`src/sv/pilist_pkg.sv`:
```
// ----------------------------------------------------------------------------
// Positional insert/erase list package
// Word types, operation codes and shared constants of the list.
// ----------------------------------------------------------------------------
package pilist_pkg;

  localparam int CAPACITY_DEF = 32;
  localparam int DATA_W       = 32;
  localparam int POS_W        = 6;
  localparam int COUNT_W      = 6;
  localparam int MODE_W       = 2;

  localparam logic [MODE_W-1:0] MODE_INSERT = 2'd0;
  localparam logic [MODE_W-1:0] MODE_ERASE  = 2'd1;
  localparam logic [MODE_W-1:0] MODE_READ   = 2'd2;

  typedef struct packed {
    logic [MODE_W-1:0]        mode;
    logic [POS_W-1:0]         position;
    logic signed [DATA_W-1:0] value;
  } in_word_t;

  typedef struct packed {
    logic                     accepted;
    logic signed [DATA_W-1:0] read_data;
    logic [COUNT_W-1:0]       entry_count_out;
  } out_word_t;

  // Broadcast command that every cell sees in the cycle an item is accepted.
  typedef struct packed {
    logic                     insert_en;
    logic                     erase_en;
    logic [POS_W-1:0]         position;
    logic signed [DATA_W-1:0] value;
  } cell_cmd_t;

endpackage

```
`src/sv/positional_insert_erase_list.sv`:
```
// ----------------------------------------------------------------------------
// Positional insert/erase list
// Fixed-capacity ordered list built as a row of shifting cells.
// ----------------------------------------------------------------------------
//
//   Channel   Ports                        Transfer
//   input     start, busy, in_word         taken when start is high, busy low
//   result    out_valid, out_word          one-cycle strobe, cannot be held
//
// Every word takes one clock cycle: its result appears on out_word with
// out_valid in the cycle after it is taken, and a new word may be taken in
// that same cycle. That pace comes from the row of cells, which all
// shift at once, so an insert or erase moves every later entry together.
// Synchronous reset empties the list and clears every slot; no clearing
// pass follows it. The result side has no stall, so busy never rises.
//
module positional_insert_erase_list #(
  parameter int CAPACITY = pilist_pkg::CAPACITY_DEF
) (
  input  logic                  clk,
  input  logic                  rst_n,
  input  logic                  start,
  output logic                  busy,
  input  pilist_pkg::in_word_t  in_word,
  output logic                  out_valid,
  output pilist_pkg::out_word_t out_word
);

  localparam logic [pilist_pkg::COUNT_W-1:0] CAP_COUNT =
    pilist_pkg::COUNT_W'(CAPACITY);

  // Each word is handled by the row of cells with no stall, so the list is never busy.
  assign busy = 1'b0;

  logic accept;
  assign accept = start && !busy;

  logic [pilist_pkg::COUNT_W-1:0] count_r;
  logic [pilist_pkg::COUNT_W-1:0] count_nxt;
  logic                           out_valid_r;
  pilist_pkg::out_word_t          out_word_r;
  pilist_pkg::out_word_t          out_word_nxt;

  // Range checks against the current fill level. Insert may land one past
  // the last entry; erase and read must hit an existing entry.
  logic insert_ok;
  logic erase_ok;
  logic read_ok;

  assign insert_ok = accept && (in_word.mode == pilist_pkg::MODE_INSERT) &&
                     (in_word.position <= count_r) && (count_r < CAP_COUNT);
  assign erase_ok  = accept && (in_word.mode == pilist_pkg::MODE_ERASE) &&
                     (in_word.position < count_r);
  assign read_ok   = accept && (in_word.mode == pilist_pkg::MODE_READ) &&
                     (in_word.position < count_r);

  pilist_pkg::cell_cmd_t cmd;
  always_comb begin
    cmd.insert_en = insert_ok;
    cmd.erase_en  = erase_ok;
    cmd.position  = in_word.position;
    cmd.value     = in_word.value;
  end

  // The row of cells. Cell zero has nothing below it and the top cell takes
  // zero from above, which clears the slot freed at the old top on erase.
  logic signed [pilist_pkg::DATA_W-1:0] cell_data [CAPACITY];
  logic signed [pilist_pkg::DATA_W-1:0] cell_tap  [CAPACITY];

  for (genvar gi = 0; gi < CAPACITY; gi++) begin : g_cell
    logic signed [pilist_pkg::DATA_W-1:0] lower;
    logic signed [pilist_pkg::DATA_W-1:0] upper;

    if (gi == 0) begin : g_bottom
      assign lower = '0;
    end else begin : g_lower
      assign lower = cell_data[gi-1];
    end

    if (gi == CAPACITY - 1) begin : g_top
      assign upper = '0;
    end else begin : g_upper
      assign upper = cell_data[gi+1];
    end

    pilist_cell #(
      .INDEX(gi)
    ) u_cell (
      .clk       (clk),
      .rst_n     (rst_n),
      .cmd       (cmd),
      .lower_data(lower),
      .upper_data(upper),
      .data      (cell_data[gi]),
      .read_tap  (cell_tap[gi])
    );
  end

  // Only the cell at the requested position drives a nonzero tap, so the
  // read value is the OR of all taps.
  logic signed [pilist_pkg::DATA_W-1:0] tap_or;
  always_comb begin
    tap_or = '0;
    for (int i = 0; i < CAPACITY; i++) begin
      tap_or = tap_or | cell_tap[i];
    end
  end

  always_comb begin
    count_nxt = count_r;
    if (insert_ok) begin
      count_nxt = count_r + 1'b1;
    end else if (erase_ok) begin
      count_nxt = count_r - 1'b1;
    end
    out_word_nxt.accepted        = insert_ok || erase_ok || read_ok;
    out_word_nxt.read_data       = read_ok ? tap_or : '0;
    out_word_nxt.entry_count_out = count_nxt;
  end

  always_ff @(posedge clk) begin
    if (!rst_n) begin
      count_r     <= '0;
      out_valid_r <= 1'b0;
    end else begin
      count_r     <= count_nxt;
      out_valid_r <= accept;
    end
  end

  // The result word is payload only; out_valid qualifies it.
  always_ff @(posedge clk) begin
    if (accept) begin
      out_word_r <= out_word_nxt;
    end
  end

  assign out_valid = out_valid_r;
  assign out_word  = out_word_r;

endmodule

```
`src/sv/pilist_cell.sv`:
```
// ----------------------------------------------------------------------------
// Positional insert/erase list cell
// One slot of the list; shifts with its neighbors on insert and erase.
// ----------------------------------------------------------------------------
module pilist_cell #(
  parameter int INDEX = 0
) (
  input  logic                                clk,
  input  logic                                rst_n,
  input  pilist_pkg::cell_cmd_t               cmd,
  input  logic signed [pilist_pkg::DATA_W-1:0] lower_data,
  input  logic signed [pilist_pkg::DATA_W-1:0] upper_data,
  output logic signed [pilist_pkg::DATA_W-1:0] data,
  output logic signed [pilist_pkg::DATA_W-1:0] read_tap
);

  localparam logic [pilist_pkg::POS_W-1:0] MY_POS = pilist_pkg::POS_W'(INDEX);

  logic signed [pilist_pkg::DATA_W-1:0] data_r;
  logic signed [pilist_pkg::DATA_W-1:0] data_nxt;

  always_comb begin
    data_nxt = data_r;
    if (cmd.insert_en) begin
      // Slots above the insert point take the entry from below.
      if (MY_POS > cmd.position) begin
        data_nxt = lower_data;
      end else if (MY_POS == cmd.position) begin
        data_nxt = cmd.value;
      end
    end else if (cmd.erase_en) begin
      // Slots at or above the erase point take the entry from above.
      if (MY_POS >= cmd.position) begin
        data_nxt = upper_data;
      end
    end
  end

  always_ff @(posedge clk) begin
    if (!rst_n) begin
      data_r <= '0;
    end else begin
      data_r <= data_nxt;
    end
  end

  assign data     = data_r;
  assign read_tap = (MY_POS == cmd.position) ? data_r : '0;

endmodule

```
`config.mk`:
```
export PLATFORM = sky130hd
export DESIGN_NAME = positional_insert_erase_list
export DESIGN_NICKNAME = d
export VERILOG_FILES = /design/src/sv/pilist_pkg.sv /design/src/sv/positional_insert_erase_list.sv /design/src/sv/pilist_cell.sv
export SDC_FILE = /design/constraint.sdc
export NUM_CORES = 2
export LEC_CHECK = 0
export BUFFER_PORTS_ARGS = -buffer_cell sky130_fd_sc_hd__buf_2
export CAP_MARGIN = 5
export CORE_UTILIZATION = 50
export CTS_CLUSTER_SIZE = 30
export DETAILED_ROUTE_END_ITERATION = 6
export PLACE_DENSITY_LB_ADDON = 0.05
export REMOVE_ABC_BUFFERS = 1
export SLEW_MARGIN = 20
export SYNTH_ARGS = -nofsm -noshare
export SYNTH_HDL_FRONTEND = slang
export SYNTH_SLANG_ARGS = --single-unit
```
`constraint.sdc`:
```
create_clock -name clk -period 3 [get_ports clk]
set_input_delay 0.9 -clock clk [delete_from_list [all_inputs] [get_ports clk]]
set_output_delay 0.9 -clock clk [all_outputs]
set_load 0.1 [all_outputs]
```
## Word level (Yosys, flattened, before mapping)

Index checks and enable logic that the tools add are counted.

- Register bits after elaboration: 1,070
- Input bits: 43
- Logic and storage cells: 472

- $add $sub $neg: 2
- Magnitude comparators: 67
- Equal/unequal tests: 65
- Mux-type cells: 194
- Bitwise gates (word level): 31
- Reductions and logical operators: 76

Operators by type and width:

| operator | number |
|---|---|
| 2-to-1 mux 32 bit | 192 |
| bitwise OR 32 bit | 31 |
| equality test 5 x 6 -> 1 bit, first input constant | 16 |
| >= comparator 5 x 6 -> 1 bit, first input constant | 16 |
| greater-than comparator 5 x 6 -> 1 bit, first input constant | 16 |
| != test 3 x 1 -> 1 bit, second input constant | 32 |
| AND reduction 3 bit | 32 |
| nonzero test 2 bit | 33 |
| equality test 4 x 6 -> 1 bit, first input constant | 8 |
| >= comparator 4 x 6 -> 1 bit, first input constant | 8 |
| greater-than comparator 4 x 6 -> 1 bit, first input constant | 8 |
| equality test 3 x 6 -> 1 bit, first input constant | 4 |
| >= comparator 3 x 6 -> 1 bit, first input constant | 4 |
| greater-than comparator 3 x 6 -> 1 bit, first input constant | 4 |
| equality test 2 x 6 -> 1 bit, first input constant | 2 |
| >= comparator 1 x 6 -> 1 bit, first input constant | 2 |
| >= comparator 2 x 6 -> 1 bit, first input constant | 2 |
| greater-than comparator 1 x 6 -> 1 bit, first input constant | 2 |
| greater-than comparator 2 x 6 -> 1 bit, first input constant | 2 |
| 2-to-1 mux 6 bit | 2 |
| logical AND 1 bit | 7 |
| adder 6 x 1 -> 6 bit, second input constant | 1 |
| equality test 1 x 6 -> 1 bit, first input constant | 1 |
| less-or-equal comparator 6 bit | 1 |
| other kinds (8) | 9 |

## Longest topological paths before layout

- Depth after elaboration: 33
- Gate-level depth with buffers: 11
- Gate-level depth less buffers: 7

## Cells and area by module

From an unflattened synthesis, not the netlist that was laid out.

- Cell total of the unflattened synthesis: 8,708
- Area, all modules: 74,785.5 sq um

Modules (own cells, without submodules):

| module | instances | cells an instance | area each (sq um) |
|---|---|---|---|
| positional_insert_erase_list | 1 | 488 | 4,202.8 |
| pilist_cell (g_cell[19].u_cell) | 1 | 376 | 2,972.9 |
| pilist_cell (g_cell[2].u_cell) | 1 | 309 | 2,807.7 |
| pilist_cell (g_cell[25].u_cell) | 1 | 334 | 2,733.9 |
| pilist_cell (g_cell[26].u_cell) | 1 | 307 | 2,518.7 |
| pilist_cell (g_cell[11].u_cell) | 1 | 296 | 2,392.3 |
| pilist_cell (g_cell[24].u_cell) | 1 | 269 | 2,381.0 |
| pilist_cell (g_cell[29].u_cell) | 1 | 275 | 2,361.0 |
| pilist_cell (g_cell[6].u_cell) | 1 | 265 | 2,353.5 |
| pilist_cell (g_cell[12].u_cell) | 1 | 256 | 2,324.7 |
| pilist_cell (g_cell[5].u_cell) | 1 | 299 | 2,304.7 |
| pilist_cell (g_cell[28].u_cell) | 1 | 259 | 2,290.9 |
| pilist_cell (g_cell[22].u_cell) | 1 | 262 | 2,285.9 |
| pilist_cell (g_cell[30].u_cell) | 1 | 233 | 2,249.7 |
| 19 more rows | -- | -- | -- |

## Worst setup path before layout

No wires, ideal clock.

- Path kind: input port to flip-flop
- From: input port in_word[37] in the netlist's numbering
- To: register out_word_r (netlist bit out_word[1]), data pin
- Arrival time: 2.906 ns
- Setup slack: -0.161 ns
- Stages on the path: 10
- Path buffers: 4
- Path through: ha_1 -> and4_1 -> and4_1 -> buf_4 -> a31oi_4 -> buf_2 -> buf_2 -> buf_1 -> o211ai_1 -> and2_1

- Longest elaborated chain between the ends: 4
- Elaborated cells on any way between the ends: 7
- Classes of those cells: order compare (2); mux (2); reduce/logical (3)

Ends and longest elaborated chain:

| what | RTL line | RTL |
|---|---|---|
| from (decl) | positional_insert_erase_list.sv:24 | `input pilist_pkg::in_word_t in_word,` |
| less-than comparator 6 bit or less-or-equal comparator 6 bit (tied branches) | positional_insert_erase_list.sv:53, positional_insert_erase_list.sv:51 |  |
| logical AND 1 bit, on equally long branches | positional_insert_erase_list.sv:52, positional_insert_erase_list.sv:50 |  |
| 2-to-1 mux 6 bit or logical AND 1 bit (tied branches) | positional_insert_erase_list.sv:113, positional_insert_erase_list.sv:51 |  |
| 2-to-1 mux 6 bit * | positional_insert_erase_list.sv:111 | `if (insert_ok) begin` |
| named net count_nxt (one bit) | positional_insert_erase_list.sv:39 | `logic [pilist_pkg::COUNT_W-1:0] count_nxt;` |
| to (signal assigned) | positional_insert_erase_list.sv:134 | `out_word_r <= out_word_nxt;` |
| to (decl) | positional_insert_erase_list.sv:41 | `pilist_pkg::out_word_t out_word_r;` |

The timed path passes the listed nets; every way through them passes the cells marked *.
A chain may end at the register's enable or synchronous reset.

## Worst setup path in the final report

- From: register count_r[2] in the netlist's numbering
- To: register g_cell[21].u_cell.data_r (netlist bit g_cell[21].u_cell.data[18])

- Longest elaborated chain between the ends: 5
- Elaborated cells on any way between the ends: 11
- Classes of those cells: order compare (3); eq/ne (1); mux (1); reduce/logical (6)

Ends and longest elaborated chain:

| what | RTL line | RTL |
|---|---|---|
| from (decl) | positional_insert_erase_list.sv:38 | `logic [pilist_pkg::COUNT_W-1:0] count_r;` |
| from (signal assigned) | positional_insert_erase_list.sv:126 | `count_r <= count_nxt;` |
| less-or-equal comparator 6 bit | positional_insert_erase_list.sv:51 | `(in_word.position <= count_r) && (count_r < CAP_COUNT);` |
| logical AND 1 bit | positional_insert_erase_list.sv:50 | `assign insert_ok = accept && (in_word.mode == pilist_pkg::MODE_INSERT) &&` |
| logical AND 1 bit | positional_insert_erase_list.sv:51 |  |
| != test 3 x 1 -> 1 bit (no source line) or nonzero test 2 bit (tied branches) | -- |  |
| AND reduction 3 bit (no source line) | -- |  |
| to (signal assigned) | pilist_cell.sv:43 | `data_r <= data_nxt;` |
| to (decl) | pilist_cell.sv:19 | `logic signed [pilist_pkg::DATA_W-1:0] data_r;` |

Several ways; a longest one is shown, not always the timed one.

==> summary.txt <==
Status: complete, but fails checks
Failing checks: DRC
First-pass GRT wire length: 512000 um
P_sw: 11.5 mW
Internal power: 26.0 mW
Io pins: 84
CTS Root Cell: clkbuf_16
Register area: 21800 um^2
# DRC: 19
Max Cap Viol: 0
Num CTS Buffers: 132
Hold depth: 2
Fraction of layout cells with a size suffix above 1: 14.8%
Tightest Pin Transition: 885 ps
CTS H-Tree Depth: 4
Maximum VDD drop: 665 uV
Dpl cells: 9820
Initial antenna violation count: 30
Slew margin rel.: 41.0%
CP Data Required Time: 3680 ps
Critical path class: reg2reg
Reg-to-reg slack, setup: 90 ps
Filler cells: 11100
1st-pass router iterations: 7
Rows: 129
Setup Slack @ Placement: -370 ps
Sequential element share of the synthesized area: 34.7%
Clk_lat worst skew: 810 ps
Sw Ratio: 30.6%
Detail Route Antenna Nets: 0
P per Cell Area: 484 nW/um^2
Synth Flop Type: dfxtp_1
Routed WL: 369000 um
Leakage: 29.5 nW
Reg2reg start: count_r[2]$_SDFF_PN0_
Initial Util: 50.6%
WL/cell: 36.6 um
Final setup vio count: 0
Gpl congestion: 1.01
WHS Endpoint: count_r[4]$_SDFF_PN0_
Port bufs: 82
Commonest non-fill, non-tap cell in the layout: nand3_1
Type of destination of the critical path: flip-flop
Synth Instances: 8277
Startpoint Class: flip-flop
Cells on worst reg2reg path: 10
Post-synth ARST share: 0%
Clock share of power: 44.6%
Grt ovf: 0
Maximum clock path buffer count: 3
Vias in the first global route: 68900
Synth-to-Final Area Change: 23.3%
Vias: 76100
Post-synth cell types: 62
Leading post-synthesis cells by cell area: dfxtp_1 (33%), nand3_1 (9.5%), a32o_1 (8.7%)
Largest net degree at the start of global routing: 57
Die W: 356 um
R2r endpoint: g_cell[21].u_cell.data[18]$_SDFFE_PN0P_
Min-delay worst type: reg2reg
Layout Nets: 8368
Worst Hold Margin: 467 ps
Total GRT Usage: 56.0%
Setup slack after layout: 89.7 ps
Most frequent cells in the layout: nand3_1 (1185), dfxtp_1 (1029), nand2_1 (936)
Clk slew on worst S/H paths: 60 ps
DRT iter0 DRCs: 14700
Arr. time, crit path: 3590 ps
Synth Register Bits: 1070
Skew final: 33.6 ps
FMAX: 0.344 GHz
Pins Over Slew Limit: 0
Setup TNS: 0 ps
Fin crit share: 97.0%
Core Box Area: 124000 um^2
EDFF count, synth: 39
Cell Area, Synth: 62800 um^2
Area of the multi-input gates: 36600 um^2
Die Ht: 356 um
Clock Sinks: 1070
Finished Layout Cells: 10100
TritonCTS clock tree: done
Hold Vio Cnt, Final: 0
Sequential share of power: 38.4%
CP max FO: 47
HPWL Detailed: 232000 um
Clock period minus worst slack: 2910 ps
RSZ-0062 raised after global routing: no
Worst min-delay path startpoint: count_r[4]$_SDFF_PN0_
Gate power share: 17.0%
Synth top area share: 32.9%
Cell taking the most area after synthesis: dfxtp_1
Vias per cell: 7.56
Yosys warnings: 0
Die ar.: 127000 um^2
Avg Synthesized Cell Area: 7.58 um^2
## logic make-up after synthesis
kind of cell | share of synthesized area (%)
AO/OA/AOI/OAI | 25.2
XOR/XNOR | 0.0698
adder cells (fa/ha/maj) | 0.159
buffers and inverters | 8.47
flip-flops | 34.7
multiplexers | 3.78
other | 0.00597
AND/OR/NAND/NOR | 27.5
## how the worst max path moves through the flow
stage                                from                                      end  slack [ps]  depth (start not counted)
finish              count_r[2]$_SDFF_PN0_  g_cell[21].u_cell.data[18]$_SDFFE_PN0P_          90                         10
global route        count_r[2]$_SDFF_PN0_    g_cell[0].u_cell.data[4]$_SDFFE_PN0P_          30                         11
CTS                 count_r[2]$_SDFF_PN0_  g_cell[28].u_cell.data[29]$_SDFFE_PN0P_          90                         10
detailed placement            in_word[37]  g_cell[28].u_cell.data[29]$_SDFFE_PN0P_        -370                         10
global placement              in_word[37]               out_word[30]$_SDFFCE_PN0P_        -360                          8
floorplan                     in_word[37]    g_cell[8].u_cell.data[0]$_SDFFE_PN0P_      -15680                          4
## layout make-up
| cell class | count | area share [%] |
|---|---|---|
| multi-input cells | 5860 | 47.3 |
| clock inverters | 33 | 0.609 |
| clock buffers | 199 | 5.05 |
| inverters | 362 | 1.76 |
| flip-flops and latches | 1070 | 28.2 |
| well taps | 1637 | 2.65 |
| repair buffers | 891 | 14.4 |
| diodes | 19 | 0.0614 |
## power groups by stage
| stage | Combinational (mW) | Clock [mW] | Sequential, mW |
|---|---|---|---|
| 2_1_floorplan | 2.62 | 0 | 14.9 |
| 3_3_place_gp | 5.84 | 0 | 14.7 |
| 3_5_place_dp | 5.88 | 0 | 14.7 |
| 4_1_cts | 5.90 | 16.6 | 14.4 |
| 5_1_grt | 6.27 | 17.2 | 14.4 |
| 6_report | 6.36 | 16.7 | 14.4 |
## repair_timing
action                     4_1_cts  5_1_grt
setup buffers                    0        0
setup endpoints to repair        0       57
hold buffers                     0        0
resized for setup                0        2
hold endpoints to repair         0        0
## per-layer routing
layer / global-route usage, % / share of wire [%] / up-vias
met5: 0.444 / 0.088 / -
met4: 45.8 / 10 / 36
met3: 23.6 / 17 / 2323
met2: 75.6 / 38 / 7419
met1: 68.6 / 35 / 35600
li1: - / - / 30700
## state kept, by name (all words and copies together) (netlist names)
| name | count |
|---|---|
| out_valid | 1 |
| count_r | 6 |
| g_cell.u_cell.data | 1024 |
| out_word | 39 |
## cell usage after synthesis, types with 65 or more instances
cell and n:
nand3_1 1188, dfxtp_1 1031, nand2_1 946, clkbuf_1 713, nor2_1 597, a32o_1 543
inv_1 361, nand2b_1 328, o32ai_1 289, nand4_1 254, a211oi_1 225, a21oi_1 218
mux2i_1 201, buf_2 193, o211ai_1 191, nor2b_1 163, o21ai_0 162, o22ai_1 125
o2bb2ai_1 95, buf_1 74, nor4_1 65
## critical path, cell delays in order, from the launching register on
cell and delay (ps):
dfxtp_2 380, inv_1 140, ha_1 300, and4_1 280, and4_1 220, buf_4 180
a31o_4 180, buf_12 300, buf_4 300, o211ai_1 120, a32o_1 280
## through the flow
stage	instance area (um^2)	power, mW	utilization (%)
6_report	77400	37.5	62.4
5_1_grt	77400	37.9	62.3
4_1_cts	77300	36.9	62.3
3_5_place_dp	73000	20.6	58.8
3_3_place_gp	73000	20.6	58.8
2_1_floorplan	58800	17.5	-
(Power assumes the default switching activity.)
